==> src/hdl/pqcm_pkg.sv <==
// ----------------------------------------------------------------------------
// pqcm_pkg
// Types and constants shared by the PRS QPSK comb mapper: register indexes,
// the controller state type, comb sizes and the comb staircase offsets.
// ----------------------------------------------------------------------------
package pqcm_pkg;

   // register indexes on the csr port
   localparam logic [2:0] CSR_COMB_CODE      = 3'd0;
   localparam logic [2:0] CSR_RE_OFFSET      = 3'd1;
   localparam logic [2:0] CSR_RB_OFFSET      = 3'd2;
   localparam logic [2:0] CSR_CARRIER_OFFSET = 3'd3;
   localparam logic [2:0] CSR_FFT_SIZE       = 3'd4;
   localparam logic [2:0] CSR_NUM_RB         = 3'd5;
   localparam logic [2:0] CSR_AMPLITUDE      = 3'd6;
   localparam logic [2:0] CSR_SYMBOL_START   = 3'd7;

   localparam int CSR_INDEX_W = 3;
   localparam int CSR_DATA_W  = 16;

   // grid and sequence constants
   localparam int                 FFT_W           = 13;
   localparam int                 SC_W            = 12;
   localparam logic [FFT_W-1:0]   MAX_FFT         = 13'd4096;
   localparam logic signed [15:0] QPSK_LEVEL      = 16'sd23170;
   localparam logic [3:0]         MAX_PRS_SYMBOLS = 4'd12;
   localparam logic [3:0]         LAST_PAIR       = 4'd15;
   localparam int                 START_W         = 14;

   typedef enum logic [1:0] {
      ST_IDLE,
      ST_DIVIDE,
      ST_EMIT
   } state_type;

   typedef logic [3:0] stair_row_type [12];

   localparam stair_row_type STAIR_TAB [4] = '{
      '{4'd0, 4'd1, 4'd0, 4'd1, 4'd0, 4'd1, 4'd0, 4'd1, 4'd0, 4'd1, 4'd0, 4'd1},
      '{4'd0, 4'd2, 4'd1, 4'd3, 4'd0, 4'd2, 4'd1, 4'd3, 4'd0, 4'd2, 4'd1, 4'd3},
      '{4'd0, 4'd3, 4'd1, 4'd4, 4'd2, 4'd5, 4'd0, 4'd3, 4'd1, 4'd4, 4'd2, 4'd5},
      '{4'd0, 4'd6, 4'd3, 4'd9, 4'd1, 4'd7, 4'd4, 4'd10, 4'd2, 4'd8, 4'd5, 4'd11}
   };

   localparam logic [3:0] COMB_TAB [4] = '{4'd2, 4'd4, 4'd6, 4'd12};

endpackage

==> src/hdl/pqcm_rem.sv <==
// ----------------------------------------------------------------------------
// pqcm_rem
// Bit-serial remainder unit: reduces a dividend modulo a 13-bit divisor,
// one dividend bit per cycle, restoring style.
// ----------------------------------------------------------------------------
module pqcm_rem #(
   parameter int DW = 14
) (
   input  logic                            clock,
   input  logic                            reset,
   input  logic                            start,
   input  logic [DW-1:0]                   dividend,
   input  logic [pqcm_pkg::FFT_W-1:0]      divisor,
   output logic                            busy,
   output logic                            done,
   output logic [pqcm_pkg::SC_W-1:0]       remainder
);

   localparam int CW = $clog2(DW + 1);

   logic [CW-1:0]                cnt_ff, cnt_in;
   logic [DW-1:0]                div_ff, div_in;
   logic [pqcm_pkg::SC_W-1:0]    rem_ff, rem_in;
   logic                         done_ff, done_in;
   logic [pqcm_pkg::FFT_W-1:0]   trial;

   // shift the next dividend bit into the partial remainder
   assign trial = {rem_ff, div_ff[DW-1]};

   always_comb begin
      cnt_in  = cnt_ff;
      div_in  = div_ff;
      rem_in  = rem_ff;
      done_in = 1'b0;
      if (start) begin
         cnt_in = CW'(DW);
         div_in = dividend;
         rem_in = '0;
      end else if (cnt_ff != '0) begin
         cnt_in  = cnt_ff - 1'b1;
         div_in  = {div_ff[DW-2:0], 1'b0};
         done_in = (cnt_ff == CW'(1));
         if (trial >= divisor) begin
            rem_in = pqcm_pkg::SC_W'(trial - divisor);
         end else begin
            rem_in = trial[pqcm_pkg::SC_W-1:0];
         end
      end
   end

   always_ff @(posedge clock) begin
      if (reset) begin
         cnt_ff  <= '0;
         done_ff <= 1'b0;
      end else begin
         cnt_ff  <= cnt_in;
         done_ff <= done_in;
      end
   end

   always_ff @(posedge clock) begin
      div_ff <= div_in;
      rem_ff <= rem_in;
   end

   assign busy      = (cnt_ff != '0);
   assign done      = done_ff;
   assign remainder = rem_ff;

endmodule

==> src/hdl/prs_qpsk_comb_mapper_core.sv <==
// ----------------------------------------------------------------------------
// prs_qpsk_comb_mapper_core
// Maps gold-sequence words onto comb-spaced PRS resource elements as
// amplitude-scaled QPSK samples, one element per cycle while rsp_stall allows.
//
//   channel   dir   handshake              word
//   req_      in    req_valid/req_stall    gold word, symbol offset, first flag
//   rsp_      out   rsp_valid/rsp_stall    one resource element
//   csr_      in    csr_valid/csr_ready    register index and write data
//
// A word yields up to 16 elements at one per cycle unless rsp_stall holds the
// output, shifted two gold bits at a time; a first word first waits while the
// bit-serial remainder unit reduces the start subcarrier modulo the fft size.
// After reset and after each register write the step and wrap values are
// recomputed, and req_stall stays high until both remainder units are done.
// The next word is taken as soon as the last element of a word sits in the
// output register, even while rsp_stall holds it there.
// ----------------------------------------------------------------------------
module prs_qpsk_comb_mapper_core (
   input  logic                                 clock,
   input  logic                                 reset,

   input  logic                                 req_valid,
   output logic                                 req_stall,
   input  logic [31:0]                          req_gold_word,
   input  logic [3:0]                           req_symbol_offset,
   input  logic                                 req_first_word,

   output logic                                 rsp_valid,
   input  logic                                 rsp_stall,
   output logic [4:0]                           rsp_symbol_index,
   output logic [11:0]                          rsp_subcarrier,
   output logic signed [15:0]                   rsp_sample_real,
   output logic signed [15:0]                   rsp_sample_imag,
   output logic                                 rsp_last_of_word,
   output logic                                 rsp_last_of_symbol,

   input  logic                                 csr_valid,
   output logic                                 csr_ready,
   input  logic [pqcm_pkg::CSR_INDEX_W-1:0]     csr_index,
   input  logic [pqcm_pkg::CSR_DATA_W-1:0]      csr_wdata
);

   // configuration registers
   logic [1:0]                  comb_code_ff;
   logic [3:0]                  re_offset_ff;
   logic [8:0]                  rb_offset_ff;
   logic [11:0]                 carrier_offset_ff;
   logic [12:0]                 fft_size_ff;
   logic [8:0]                  num_rb_ff;
   logic signed [15:0]          amplitude_ff;
   logic [3:0]                  symbol_start_ff;
   logic                        cfg_dirty_ff;

   // mapper state
   pqcm_pkg::state_type         state_ff, state_in;
   logic [11:0]                 ns_ff, ns_in;
   logic [11:0]                 nsr_ff, nsr_in;
   logic [11:0]                 el_ff, el_in;
   logic [4:0]                  sym_ff, sym_in;
   logic [31:0]                 word_ff, word_in;
   logic [3:0]                  cnt_ff, cnt_in;
   logic signed [15:0]          pos_ff, neg_ff;
   logic [11:0]                 step_ff;

   // output register
   logic                        rsp_valid_ff, rsp_valid_in;
   logic [4:0]                  rsp_sym_ff;
   logic [11:0]                 rsp_sc_ff;
   logic signed [15:0]          rsp_re_ff, rsp_im_ff;
   logic                        rsp_low_ff, rsp_los_ff;

   logic                        csr_we;
   logic                        accept;
   logic                        emit;
   logic                        cfg_start;
   logic                        cfg_busy;
   logic                        last_word;
   logic [pqcm_pkg::FFT_W-1:0]  fft_eff;
   logic [3:0]                  comb;
   logic [3:0]                  kp;
   logic [4:0]                  re_sum;
   logic [3:0]                  re_mod;
   logic [pqcm_pkg::START_W-1:0] start_sum;
   logic [11:0]                 el_load;
   logic [pqcm_pkg::FFT_W-1:0]  step_sum;
   logic [11:0]                 ns_next;
   logic signed [31:0]          prod_pos, prod_neg;

   logic                        a_start, a_busy, a_done;
   logic [pqcm_pkg::START_W-1:0] a_dividend;
   logic [11:0]                 a_rem;
   logic                        b_busy, b_done;
   logic [11:0]                 b_rem;

   assign csr_ready = 1'b1;
   assign csr_we    = csr_valid & csr_ready;

   always_ff @(posedge clock) begin
      if (reset) begin
         comb_code_ff      <= '0;
         re_offset_ff      <= '0;
         rb_offset_ff      <= '0;
         carrier_offset_ff <= '0;
         fft_size_ff       <= 13'd4096;
         num_rb_ff         <= '0;
         amplitude_ff      <= '0;
         symbol_start_ff   <= '0;
         cfg_dirty_ff      <= 1'b1;
      end else begin
         if (csr_we) begin
            cfg_dirty_ff <= 1'b1;
         end else if (cfg_start) begin
            cfg_dirty_ff <= 1'b0;
         end
         if (csr_we) begin
            case (csr_index)
               pqcm_pkg::CSR_COMB_CODE:      comb_code_ff      <= csr_wdata[1:0];
               pqcm_pkg::CSR_RE_OFFSET:      re_offset_ff      <= csr_wdata[3:0];
               pqcm_pkg::CSR_RB_OFFSET:      rb_offset_ff      <= csr_wdata[8:0];
               pqcm_pkg::CSR_CARRIER_OFFSET: carrier_offset_ff <= csr_wdata[11:0];
               pqcm_pkg::CSR_FFT_SIZE:       fft_size_ff       <= csr_wdata[12:0];
               pqcm_pkg::CSR_NUM_RB:         num_rb_ff         <= csr_wdata[8:0];
               pqcm_pkg::CSR_AMPLITUDE:      amplitude_ff      <= csr_wdata;
               pqcm_pkg::CSR_SYMBOL_START:   symbol_start_ff   <= csr_wdata[3:0];
               default: ;
            endcase
         end
      end
   end

   // derived configuration
   assign comb    = pqcm_pkg::COMB_TAB[comb_code_ff];
   assign fft_eff = (fft_size_ff == '0 || fft_size_ff > pqcm_pkg::MAX_FFT) ?
                    pqcm_pkg::MAX_FFT : fft_size_ff;

   // both qpsk levels scaled once, ahead of any element
   assign prod_pos = 32'(amplitude_ff) * 32'(pqcm_pkg::QPSK_LEVEL);
   assign prod_neg = 32'(amplitude_ff) * (-32'(pqcm_pkg::QPSK_LEVEL));

   always_ff @(posedge clock) begin
      pos_ff <= prod_pos[30:15];
      neg_ff <= prod_neg[30:15];
   end

   // start subcarrier before the wrap
   assign kp = (req_symbol_offset < pqcm_pkg::MAX_PRS_SYMBOLS) ?
               pqcm_pkg::STAIR_TAB[comb_code_ff][req_symbol_offset] : 4'd0;
   assign re_sum = 5'(re_offset_ff) + 5'(kp);

   always_comb begin
      re_mod = '0;
      case (comb_code_ff)
         2'd0: re_mod = {3'd0, re_sum[0]};
         2'd1: re_mod = {2'd0, re_sum[1:0]};
         default: begin
            // re_sum stays below 27, so two folds by 12 then one by 6
            if (re_sum >= 5'd24) begin
               re_mod = 4'(re_sum - 5'd24);
            end else if (re_sum >= 5'd12) begin
               re_mod = 4'(re_sum - 5'd12);
            end else begin
               re_mod = re_sum[3:0];
            end
            if (comb_code_ff == 2'd2 && re_mod >= 4'd6) begin
               re_mod = re_mod - 4'd6;
            end
         end
      endcase
   end

   assign start_sum = pqcm_pkg::START_W'({rb_offset_ff, 3'b000})
                    + pqcm_pkg::START_W'({rb_offset_ff, 2'b00})
                    + pqcm_pkg::START_W'(carrier_offset_ff)
                    + pqcm_pkg::START_W'(re_mod);

   // elements per symbol: (12 / comb) * num_rb
   always_comb begin
      el_load = '0;
      case (comb_code_ff)
         2'd0:    el_load = 12'({num_rb_ff, 2'b00}) + 12'({num_rb_ff, 1'b0});
         2'd1:    el_load = 12'({num_rb_ff, 1'b0}) + 12'(num_rb_ff);
         2'd2:    el_load = 12'({num_rb_ff, 1'b0});
         default: el_load = 12'(num_rb_ff);
      endcase
   end

   // nsr_ff is the current subcarrier already reduced by the fft size
   assign step_sum = pqcm_pkg::FFT_W'(nsr_ff) + pqcm_pkg::FFT_W'(step_ff);
   assign ns_next  = (step_sum >= fft_eff) ? 12'(step_sum - fft_eff) : step_sum[11:0];

   assign last_word = (cnt_ff == pqcm_pkg::LAST_PAIR) || (el_ff == 12'd1);
   assign cfg_busy  = cfg_dirty_ff | a_busy | b_busy;
   assign accept    = req_valid & ~req_stall;

   // controller: outputs
   always_comb begin
      req_stall = 1'b1;
      emit      = 1'b0;
      cfg_start = 1'b0;
      case (state_ff)
         pqcm_pkg::ST_IDLE: begin
            req_stall = cfg_busy;
            cfg_start = cfg_dirty_ff;
         end
         pqcm_pkg::ST_DIVIDE: begin
            req_stall = 1'b1;
         end
         pqcm_pkg::ST_EMIT: begin
            emit = ~rsp_valid_ff | ~rsp_stall;
         end
         default: ;
      endcase
   end

   // controller: next state
   always_comb begin
      state_in = state_ff;
      case (state_ff)
         pqcm_pkg::ST_IDLE: begin
            if (accept && req_first_word) begin
               state_in = pqcm_pkg::ST_DIVIDE;
            end else if (accept && el_ff != '0) begin
               state_in = pqcm_pkg::ST_EMIT;
            end
         end
         pqcm_pkg::ST_DIVIDE: begin
            if (a_done) begin
               state_in = (el_ff != '0) ? pqcm_pkg::ST_EMIT : pqcm_pkg::ST_IDLE;
            end
         end
         pqcm_pkg::ST_EMIT: begin
            if (emit && last_word) begin
               state_in = pqcm_pkg::ST_IDLE;
            end
         end
         default: state_in = pqcm_pkg::ST_IDLE;
      endcase
   end

   // remainder unit a: start subcarrier, or re-wrap after a register write
   assign a_start    = cfg_start | (accept & req_first_word);
   assign a_dividend = cfg_start ? pqcm_pkg::START_W'(ns_ff) : start_sum;

   pqcm_rem #(
      .DW (pqcm_pkg::START_W)
   ) u_rem_start (
      .clock     (clock),
      .reset     (reset),
      .start     (a_start),
      .dividend  (a_dividend),
      .divisor   (fft_eff),
      .busy      (a_busy),
      .done      (a_done),
      .remainder (a_rem)
   );

   // remainder unit b: comb step reduced by the fft size
   pqcm_rem #(
      .DW (4)
   ) u_rem_step (
      .clock     (clock),
      .reset     (reset),
      .start     (cfg_start),
      .dividend  (comb),
      .divisor   (fft_eff),
      .busy      (b_busy),
      .done      (b_done),
      .remainder (b_rem)
   );

   // reduced comb step, settled well before unit a finishes
   always_ff @(posedge clock) begin
      if (b_done) begin
         step_ff <= b_rem;
      end
   end

   // mapper datapath
   always_comb begin
      ns_in   = ns_ff;
      nsr_in  = nsr_ff;
      el_in   = el_ff;
      sym_in  = sym_ff;
      word_in = word_ff;
      cnt_in  = cnt_ff;
      if (accept) begin
         word_in = req_gold_word;
         cnt_in  = '0;
         if (req_first_word) begin
            el_in  = el_load;
            sym_in = 5'(symbol_start_ff) + 5'(req_symbol_offset);
         end
      end
      if (a_done) begin
         nsr_in = a_rem;
         if (state_ff == pqcm_pkg::ST_DIVIDE) begin
            ns_in = a_rem;
         end
      end
      if (emit) begin
         el_in   = el_ff - 1'b1;
         word_in = {2'b00, word_ff[31:2]};
         cnt_in  = cnt_ff + 1'b1;
         ns_in   = ns_next;
         nsr_in  = ns_next;
      end
   end

   always_ff @(posedge clock) begin
      if (reset) begin
         state_ff <= pqcm_pkg::ST_IDLE;
         ns_ff    <= '0;
         nsr_ff   <= '0;
         el_ff    <= '0;
         sym_ff   <= '0;
         cnt_ff   <= '0;
      end else begin
         state_ff <= state_in;
         ns_ff    <= ns_in;
         nsr_ff   <= nsr_in;
         el_ff    <= el_in;
         sym_ff   <= sym_in;
         cnt_ff   <= cnt_in;
      end
   end

   always_ff @(posedge clock) begin
      word_ff <= word_in;
   end

   // output register
   always_comb begin
      rsp_valid_in = rsp_valid_ff;
      if (emit) begin
         rsp_valid_in = 1'b1;
      end else if (~rsp_stall) begin
         rsp_valid_in = 1'b0;
      end
   end

   always_ff @(posedge clock) begin
      if (reset) begin
         rsp_valid_ff <= 1'b0;
      end else begin
         rsp_valid_ff <= rsp_valid_in;
      end
   end

   always_ff @(posedge clock) begin
      if (emit) begin
         rsp_sym_ff <= sym_ff;
         rsp_sc_ff  <= ns_ff;
         rsp_re_ff  <= word_ff[0] ? neg_ff : pos_ff;
         rsp_im_ff  <= word_ff[1] ? neg_ff : pos_ff;
         rsp_low_ff <= last_word;
         rsp_los_ff <= (el_ff == 12'd1);
      end
   end

   assign rsp_valid          = rsp_valid_ff;
   assign rsp_symbol_index   = rsp_sym_ff;
   assign rsp_subcarrier     = rsp_sc_ff;
   assign rsp_sample_real    = rsp_re_ff;
   assign rsp_sample_imag    = rsp_im_ff;
   assign rsp_last_of_word   = rsp_low_ff;
   assign rsp_last_of_symbol = rsp_los_ff;

endmodule

==> config.mk <==
export PLATFORM = sky130hd
export DESIGN_NAME = prs_qpsk_comb_mapper_core
export DESIGN_NICKNAME = d
export VERILOG_FILES = /design/src/hdl/pqcm_pkg.sv /design/src/hdl/pqcm_rem.sv /design/src/hdl/prs_qpsk_comb_mapper_core.sv
export SDC_FILE = /design/constraint.sdc
export NUM_CORES = 1
export LEC_CHECK = 0
export ABC_AREA = 1
export BUFFER_PORTS_ARGS = -buffer_cell sky130_fd_sc_hd__clkbuf_2
export CAP_MARGIN = 10
export CORE_UTILIZATION = 55
export CTS_BUF_LIST = sky130_fd_sc_hd__clkbuf_4 sky130_fd_sc_hd__clkbuf_8 sky130_fd_sc_hd__clkbuf_16
export CTS_CLUSTER_DIAMETER = 200
export DETAILED_ROUTE_END_ITERATION = 7
export PLACE_DENSITY = 0.75
export SLEW_MARGIN = 20
export SYNTH_ARGS = -nofsm -noshare
export SYNTH_HDL_FRONTEND = slang
export SYNTH_HIERARCHICAL = 1
export SYNTH_SLANG_ARGS = --single-unit
==> constraint.sdc <==
create_clock -name clock -period 5.3 [get_ports clock]
set_input_delay 0.265 -clock clock [delete_from_list [all_inputs] [get_ports clock]]
set_output_delay 0.265 -clock clock [all_outputs]
set_load 0.03 [all_outputs]
After elaboration in Yosys (flattened, before gate mapping)
Index checks and enable logic that the tools add are counted.

Word-level logic and storage cells: 190. Bits in registers: 296. Output and inout bits: 54. Bits of input ports: 61.

Magnitude comparators: 10. Add/sub/neg operators: 18. Reduce and logical (&&, ||, !) cells: 37. Equal/unequal tests: 19. Bitwise gates (word level): 13. Mux-type cells: 54. Multipliers: 2.

Operator list (count): $mux W12 (11); $bmux W48 S2 (1); $mux W48 (2); $mul A16 B15 Y30 const B (2); $mux W30 (2); $mux W4 (15); $mux W14 (3); $ge A13 B13 Y1 (3); $pmux W12 S3 (1); $sub A12 B12 Y12 (3); $mux W16 (2); $reduce_and A2 Y1 (11); $bmux W4 S4 (1); $add A13 B12 Y14 (1); $add A14 B4 Y14 (1); $add A12 B11 Y13 (1); $add A12 B12 Y13 (1); $gt A13 B13 Y1 const B (1); $logic_not A13 Y1 (1); $mux W13 (1); $add A11 B10 Y12 (1); $eq A12 B1 Y1 const B (1); $eq A3 B3 Y1 const B (4); $reduce_bool A12 Y1 (1); 43 further kinds (82).

Depth between registers and ports, before layout
Gate-level depths: netlist of the first run.

Depth in word-level cells: 20. Depth in mapped cells: 45. Mapped depth without buffers: 45.

Modules after synthesis
The synthesis of the first run kept the hierarchy.

By module, submodules not included: prs_qpsk_comb_mapper_core (cells each 2663, seq. area each 5835.6 um^2, area an instance 21832.2 um^2, times used 1); pqcm_rem (u_rem_start) (cells each 325, seq. area each 760.7 um^2, area an instance 2204.6 um^2, times used 1); pqcm_rem (u_rem_step) (cells each 293, seq. area each 440.4 um^2, area an instance 1844.3 um^2, times used 1).

Worst setup path before layout of the first run
Ideal clock, no wire load.

Kind: register to register. From: register comb_code_ff[1]. To: register u_rem_start.div_ff[10], data pin. Library setup time: 131 ps. Arrival time: 5720 ps. Stages on the path, launching flop included: 39. Clock period less this slack: 5850 ps. Required time: 5169 ps. Setup slack: -550 ps. Path buffers: 1. Cell sequence: dfxtp_1 -> buf_2 -> nor2_2 -> nor2_1 -> o21ai_0 -> o311ai_0 -> a21oi_1 -> ha_1 -> inv_1 -> fa_1 -> xor2_1 -> inv_1 -> ha_1 -> nand2_1 -> nand2_1 -> inv_1 -> nand2_1 -> nand2_1 -> (+3 left out) -> inv_1 -> nor2_1 -> nor2_1 -> nand2_1 -> nand2_1 -> nand2_1 -> nand3_1 -> fa_1 -> inv_1 -> ha_1 -> ha_1 -> fa_1 -> a211oi_1 -> o21bai_1 -> or2_2 -> a31oi_1 -> nand2_1 -> nand2_1.

Cells in the longest elaborated chain, start to end: 20. Elaborated cells on any way between the ends: 27. Those cells by class: 5 x add/sub; 3 x order compare; 2 x eq/ne; 14 x mux; 1 x bitwise; 2 x reduce/logical.

RTL lines: from (decl) (line prs_qpsk_comb_mapper_core.sv:45) `logic [1:0] comb_code_ff;`; from (signal assigned) (line prs_qpsk_comb_mapper_core.sv:118) `pqcm_pkg::CSR_COMB_CODE: comb_code_ff <= csr_wdata[1:0];`; $not A2 Y3 (not written as such) (line prs_qpsk_comb_mapper_core.sv:148) `pqcm_pkg::STAIR_TAB[comb_code_ff][req_symbol_offset] : 4'd0;`; $bmux W48 S2 (line prs_qpsk_comb_mapper_core.sv:148); $mux W48 (not written as such) (2 in series) (line prs_qpsk_comb_mapper_core.sv:148); $bmux W4 S4 (line prs_qpsk_comb_mapper_core.sv:148); $mux W4 (not written as such) (2 in series) (line prs_qpsk_comb_mapper_core.sv:148); $mux W4 (line prs_qpsk_comb_mapper_core.sv:147) `assign kp = (req_symbol_offset < pqcm_pkg::MAX_PRS_SYMBOLS) ?`; $add A4 B4 Y5 (line prs_qpsk_comb_mapper_core.sv:149) `assign re_sum = 5'(re_offset_ff) + 5'(kp);`; $sub A4 B4 Y4 or $ge A5 B4 Y1 (tied branches) (line prs_qpsk_comb_mapper_core.sv:161, prs_qpsk_comb_mapper_core.sv:160); (+4 left out); $logic_and A1 B1 Y1 (line prs_qpsk_comb_mapper_core.sv:165) `if (comb_code_ff == 2'd2 && re_mod >= 4'd6) begin`; $mux W4 (line prs_qpsk_comb_mapper_core.sv:165); $pmux W4 S2 (*) (line prs_qpsk_comb_mapper_core.sv:153) `case (comb_code_ff)`; $add A14 B4 Y14 (*) (line prs_qpsk_comb_mapper_core.sv:175) `+ pqcm_pkg::START_W'(re_mod);`; $mux W14 (*) (line prs_qpsk_comb_mapper_core.sv:243) `assign a_dividend = cfg_start ? pqcm_pkg::START_W'(ns_ff) : start_sum;`; net a_dividend, one bit (line prs_qpsk_comb_mapper_core.sv:91) `logic [pqcm_pkg::START_W-1:0] a_dividend;`; $mux W14 (*) (line pqcm_rem.sv:35) `if (start) begin`; net u_rem_start.div_in[10] (line pqcm_rem.sv:22) `logic [DW-1:0] div_ff, div_in;`; to (signal assigned) (line pqcm_rem.sv:62) `div_ff <= div_in;`; to (decl) (line pqcm_rem.sv:22).

Mark *: on every way through the listed nets, which the timed path passes. The rest lies on a longest branch. The select of a mux whose other input is x is not followed. A chain may end at the register's enable or synchronous reset.

Worst setup path after layout of the first run
Same ends and word-level chain as after synthesis.

==> results.yml, run 1 <==
cts:
  htreeDepth: 2
  cts-root-buf: "clkbuf_16"
  cts_tree: "built"
  cts_sinks: 296
  clk_pin_slew_ns: 0.07
  clk_latency_ns: 0.58
  cts-buffers-inserted: 36
  cts.path.max_buffers: 3
placement:
  hpwl_um: 51600
  gp_congestion: 0.937
  io_buffers: 113
  place_ws_ns: -0.408
detailed_routing:
  routed_via_density: 5.30
  dr_total_vias: 21977
  wl_per_cell_um: 16.1
  postRouteAntennaNets: 0
  drcViolationCount: 0
  wirelength_um: 66600
  drt_iter0_drc: 1438
  first_pass_iters: 5
finish:
  final_cell_mix: "682 x nand2_1, 602 x inv_1, 308 x ha_1"
  final_common_cell: "nand2_1"
  final_layout_size_suffix_gt1_share_pct: 12.6
  fin_util_pct: 64.4
  syn_to_final_growth_pct: 15.6
  nNetsFinal: 4075
  fill_cells: 4040
synth:
  ys_ff_latch: 296
  postSynth.asyncResetShare_pct: 0
  syn_avg_cell_area_sq_um: 7.89
  yosysSeqAreaShare_pct: 27.2
  synthesis.area_sq_um: 25900
  synth_edf_count: 111
  syn-num-nets: 3845
  synth_cells: 3281
  synth_top_flop_cell: "dfxtp_1"
  ys_warn_count: 6
  synth.distinct_cells: 58
critical_path:
  timing.reg2reg.setup_slack_ns: -0.41
  reg2reg_from: "comb_code_ff[1]"
  r2r_cells: 38
  cpMostUsedCell: "nand2_2"
  critPathSlowestCell: "fa_2"
  start_kind: "flop"
  slowest_delay_ns: 0.54
  timing.rr.end: "u_rem_start/div_ff[10]"
  worstPathArrival_ns: 6.15
  critPathRequiredTime_ns: 5.74
  crit_fanout: 4
  cp-end-kind: "flop"
  path_class: "flop to flop"
floorplanning:
  start_util_pct: 55.7
  die_h_um: 219
  rows: 79
  dieWidth_um: 219
  dieArea_sq_um: 47900
  coreArea_sq_um: 46500
  num_io_pins: 115
sta:
  maxSlewViolCount: 0
  final.setup_skew_ns: 0.0328
  worstMarginPinSlew_ns: 1.01
  setup_ws_ns: -0.412
  fin_crit_ns: 5.71
  rsz0062_at_grt: "true"
  finalCritPeriodShare_pct: 108
  fmax_mhz: 175
  max-slew-margin-rel_pct: 32.7
  setup_viol: 11
  hold_violations: 0
min_path:
  hold_depth: 3
  min_path_type: "input pin to flop"
  hold_end: "carrier_offset_ff[9]"
  min-delay-start: "csr_wdata[9]"
global_routing:
  track_usage_pct: 27.8
  overflow: 0
  antenna_found_initial: 1
  grt_pass1_wl_um: 106000
  grt_pass1_vias: 21079
  grt_max_degree: 67
power:
  power_density_nw_per_um2: 360
  peakVddDrop_v: 0.000359
  p_leak_nw: 15.8
  finalPower_mw: 10.8
status:
  status: "finished, violations left"
  violations: "negative setup slack"
run:
  maxCapViolCount: 0
==> cell type report <==
| type | instances | area, sq um | area share (%) |
|---|---|---|---|
| Multi-Input combinational cell | 2300 | 16700 | 55.8 |
| Sequential cell | 296 | 7060 | 23.6 |
| Inverter | 617 | 2330 | 7.77 |
| Timing Repair Buffer | 260 | 1810 | 6.06 |
| Clock buffer | 48 | 1060 | 3.55 |
| Tap cell | 607 | 759 | 2.54 |
| Clock inverter | 18 | 214 | 0.715 |
| Antenna cell | 1 | 2.50 | 0.00836 |
==> routing by layer <==
metal  vias to the layer above  global-route usage, %  part of all wire, %
li1                      10958                      -                    -
met1                     10241                   35.9                   44
met2                       648                   47.9                   48
met3                       130                   3.23                  5.4
met4                         0                   9.49                  3.2
met5                         -                      0                    0
==> synthesized netlist by cell type (all sizes together), types with 7 or more instances <==
| cell type | count | share of area [%] |
|---|---|---|
| buf | 28 | 0.68 |
| nor4 | 7 | 0.17 |
| o21ai | 217 | 4.2 |
| o21bai | 13 | 0.38 |
| fa | 180 | 14 |
| a211oi | 7 | 0.20 |
| nand2 | 708 | 10 |
| inv | 617 | 9.0 |
| nor3 | 19 | 0.37 |
| a21oi | 168 | 3.3 |
| nor2 | 268 | 4.1 |
| nand3 | 188 | 3.9 |
| ha | 323 | 16 |
| a21o | 11 | 0.32 |
| xnor2 | 33 | 1.1 |
| nand4 | 49 | 1.2 |
| xor2 | 46 | 1.6 |
| edfxtp | 111 | 13 |
| clkbuf | 40 | 0.58 |
| dfxtp | 185 | 14 |
| a31oi | 11 | 0.27 |
| or2 | 14 | 0.34 |
==> where the power goes <==
part / switching (mW) / leakage, nW / total [mW] / internal (mW)
clock: 1.07 / 0.630 / 2.65 / 1.58
sequential: 0.270 / 2.58 / 3.19 / 2.92
combinational: 3.18 / 12.6 / 4.94 / 1.77
==> cell families (layout without fill, tap and decap cells) <==
group / Yosys count / after routing / synth area share (%)
AOI/OAI and AO/OA: 454 / 454 / 9.52
xor gates and xnor gates: 79 / 79 / 2.67
adders and majority gates: 503 / 503 / 29.5
buffers and inverters: 685 / 943 / 10.2
DFF: 296 / 296 / 27.2
other: 2 / 3 / 0.0290
and+or+nand+nor: 1262 / 1262 / 20.8
==> how the worst max path moves through the flow <==
stage                    startpoint                endpoint  slack, ns
floorplan           comb_code_ff[1]  u_rem_start/div_ff[10]      -0.15
global placement    comb_code_ff[1]   u_rem_start/div_ff[9]      -0.30
detailed placement  comb_code_ff[1]  u_rem_start/div_ff[10]      -0.41
CTS                 comb_code_ff[1]  u_rem_start/div_ff[10]      -0.22
global route        comb_code_ff[1]   u_rem_start/div_ff[6]      -0.69
finish              comb_code_ff[1]  u_rem_start/div_ff[10]      -0.41
==> timing repair <==
action	4_1_cts	5_1_grt
setup endpoints to repair	13	27
gates resized for setup	33	66
endpoints found under the hold margin	35	0
buffers inserted	14	6
pin swaps	38	31
hold buffers	35	0
cloned	0	0
==> registers in the layout, indices dropped and copies added, names as in the netlist, 5 cells and up <==
name,cells
pos_ff,16
el_ff,12
u_rem_step/remainder,12
rb_offset_ff,9
rsp_sample_real,16
rsp_sample_imag,16
word_ff,32
step_ff,12
rsp_subcarrier,12
sym_ff,5
neg_ff,16
fft_size_ff,13
nsr_ff,12
amplitude_ff,16
carrier_offset_ff,12
ns_ff,12
u_rem_start/div_ff,14
num_rb_ff,9
rsp_symbol_index,5
u_rem_start/remainder,12
==> critical path: cells and delay by family (launching register included) <==
kind | cells | cell delay [ns]
and+or+nand+nor | 17 | 1.42
AOI/OAI and AO/OA | 6 | 0.92
DFF | 1 | 0.33
adders and majority gates | 8 | 2.23
xor gates and xnor gates | 1 | 0.26
buffers and inverters | 6 | 0.40
==> per-stage QoR <==
stage | hold WS, ns | setup TNS, ns | cells | area, sq um
2_1_floorplan | 0.334 | -0.167 | 3281 | 26000
3_3_place_gp | 0.406 | -1.76 | 4026 | 27800
3_5_place_dp | 0.411 | -2.90 | 4026 | 27800
4_1_cts | 0.00751 | -1.12 | 4141 | 29600
5_1_grt | 0.0359 | -5.73 | 4147 | 29900
6_report | 0.0393 | -2.89 | 4147 | 29900
Power figures use the tool's default switching activity.
==> inputs of run 2 (changes only) <==
CTS_BUF_LIST = not set   (was sky130_fd_sc_hd__clkbuf_4 sky130_fd_sc_hd__clkbuf_8 sky130_fd_sc_hd__clkbuf_16)
SETUP_SLACK_MARGIN = 0.4   (was not set)
==> results.yml, run 2 (same netlist as run 1, synthesis figures left out) <==
critical_path:
  worstPathArrival_ns: 5.95
  cp-end-kind: "flop"
  critPathRequiredTime_ns: 5.61
  timing.reg2reg.setup_slack_ns: -0.34
  crit_fanout: 6
  start_kind: "flop"
  critPathSlowestCell: "fa_2"
  slowest_delay_ns: 0.57
  path_class: "flop to flop"
  cpMostUsedCell: "nand2_2"
cts:
  clk_latency_ns: 0.56
  cts_sinks: 296
  cts_tree: "built"
  cts-root-buf: "clkbuf_16"
  htreeDepth: 2
  cts-buffers-inserted: 35
  cts.path.max_buffers: 3
  clk_pin_slew_ns: 0.06
detailed_routing:
  wirelength_um: 69800
  first_pass_iters: 6
  drcViolationCount: 0
  postRouteAntennaNets: 0
  wl_per_cell_um: 16.8
  dr_total_vias: 22295
  routed_via_density: 5.37
  drt_iter0_drc: 1642
sta:
  worstMarginPinSlew_ns: 1.10
  setup-tns-final_ns: -2.65
  rsz0062_at_grt: "true"
  fin_crit_ns: 5.64
  final.setup_skew_ns: 0.0286
  setup_viol: 10
  whs_ns: 0.00916
  hold_violations: 0
  maxSlewViolCount: 0
  max-slew-margin-rel_pct: 26.7
  fmax_mhz: 177
  finalCritPeriodShare_pct: 106
  setup_ws_ns: -0.343
power:
  power_density_nw_per_um2: 364
  p_leak_nw: 15.8
  peakVddDrop_v: 0.000314
run:
  maxCapViolCount: 0
floorplanning:
  start_util_pct: 55.7
  rows: 79
  coreArea_sq_um: 46500
  num_io_pins: 115
  die_h_um: 219
  dieArea_sq_um: 47900
  dieWidth_um: 219
finish:
  final_cell_mix: "666 x nand2_1, 595 x inv_1, 279 x ha_1"
  final_layout_size_suffix_gt1_share_pct: 16.5
  fill_cells: 3868
  top_register: "word_ff"
  final_common_cell: "nand2_1"
  syn_to_final_growth_pct: 18.2
  multi_input_area_sq_um: 17300
  nNetsFinal: 4085
  largest_register_ffs: 32
  register_area_sq_um: 7080
global_routing:
  antenna_found_initial: 0
  globalRouteMet3Util_pct: 2.66
  overflow: 0
  grt_max_degree: 71
  grt_pass1_wl_um: 107000
  track_usage_pct: 28.2
  grt_pass1_vias: 21021
  use_met1_pct: 36.8
  grt_use_met2_pct: 48.2
  grt_busiest_layer: "met2"
placement:
  hpwl_um: 51900
  io_buffers: 113
  gp_congestion: 0.943
min_path:
  min_path_type: "input pin to flop"
status:
  violations: "negative setup slack"
  status: "finished, violations left"
## run 2: cell count changes in the layout (fill, tap and decap cells not counted), moves of 19 or more
cell,change
ha_1,-29
a21oi_1,-22
a21oi_2,+19
buf_4,+21
ha_4,+24
## run 2: metal layers
metal,up-vias,share of wire (%)
met3,168,4.9
met1,10434,42
met5,-,0
met4,0,4.3
li1,10974,-
met2,719,48
## run 2: power breakdown
group / internal [mW] / total (mW) / switching (mW) / leakage (nW)
Clock: 1.55 / 2.60 / 1.05 / 0.596
Combinational: 1.97 / 5.37 / 3.39 / 12.6
Sequential: 2.92 / 3.18 / 0.266 / 2.59
Total: 6.44 / 11.2 / 4.72 / 15.8
## run 2: per-stage QoR
step	setup WS [ns]	utilization, %	power (mW)	area [sq um]	std cells
3_5_place_dp	-0.369	59.8	7.94	27800	4027
5_1_grt	-0.658	65.9	11.9	30600	4153
2_1_floorplan	-0.150	-	6.74	26100	3281
3_3_place_gp	-0.364	59.8	7.88	27800	4027
4_1_cts	-0.281	63.7	10.7	29600	4125
6_report	-0.343	65.9	11.2	30600	4154
## run 2: cell type report
class	instances	area share (%)
Multi-Input combinational cell	2300	56.6
Sequential cell	296	23.1
Inverter	617	7.63
Timing Repair Buffer	271	6.16
Clock buffer	39	3.08
Tap cell	607	2.48
Clock inverter	23	0.916
Antenna cell	1	0.00818
## run 2: critical path: cells and delay by family (launching register included)
family	cells	cell delay, ns
AOI/OAI and AO/OA	4	0.48
xor gates and xnor gates	1	0.19
adders and majority gates	7	1.98
buffers and inverters	8	0.78
DFF	1	0.38
and+or+nand+nor	20	1.56
## run 2: final timing paths
check	to	cells after the start	from
min	word_ff[16]	3	req_gold_word[16]
min reg2reg	rsp_symbol_index[3]	0	sym_ff[3]
max	u_rem_start/div_ff[12]	40	comb_code_ff[0]
max reg2reg	u_rem_start/div_ff[12]	40	comb_code_ff[0]
## run 2: timing repair
item	CTS	global route
setup endpoints to repair	36	40
hold buffers	19	0
pin swaps	49	124
gates resized for setup	57	186
endpoints found under the hold margin	19	0
buffers inserted	17	28
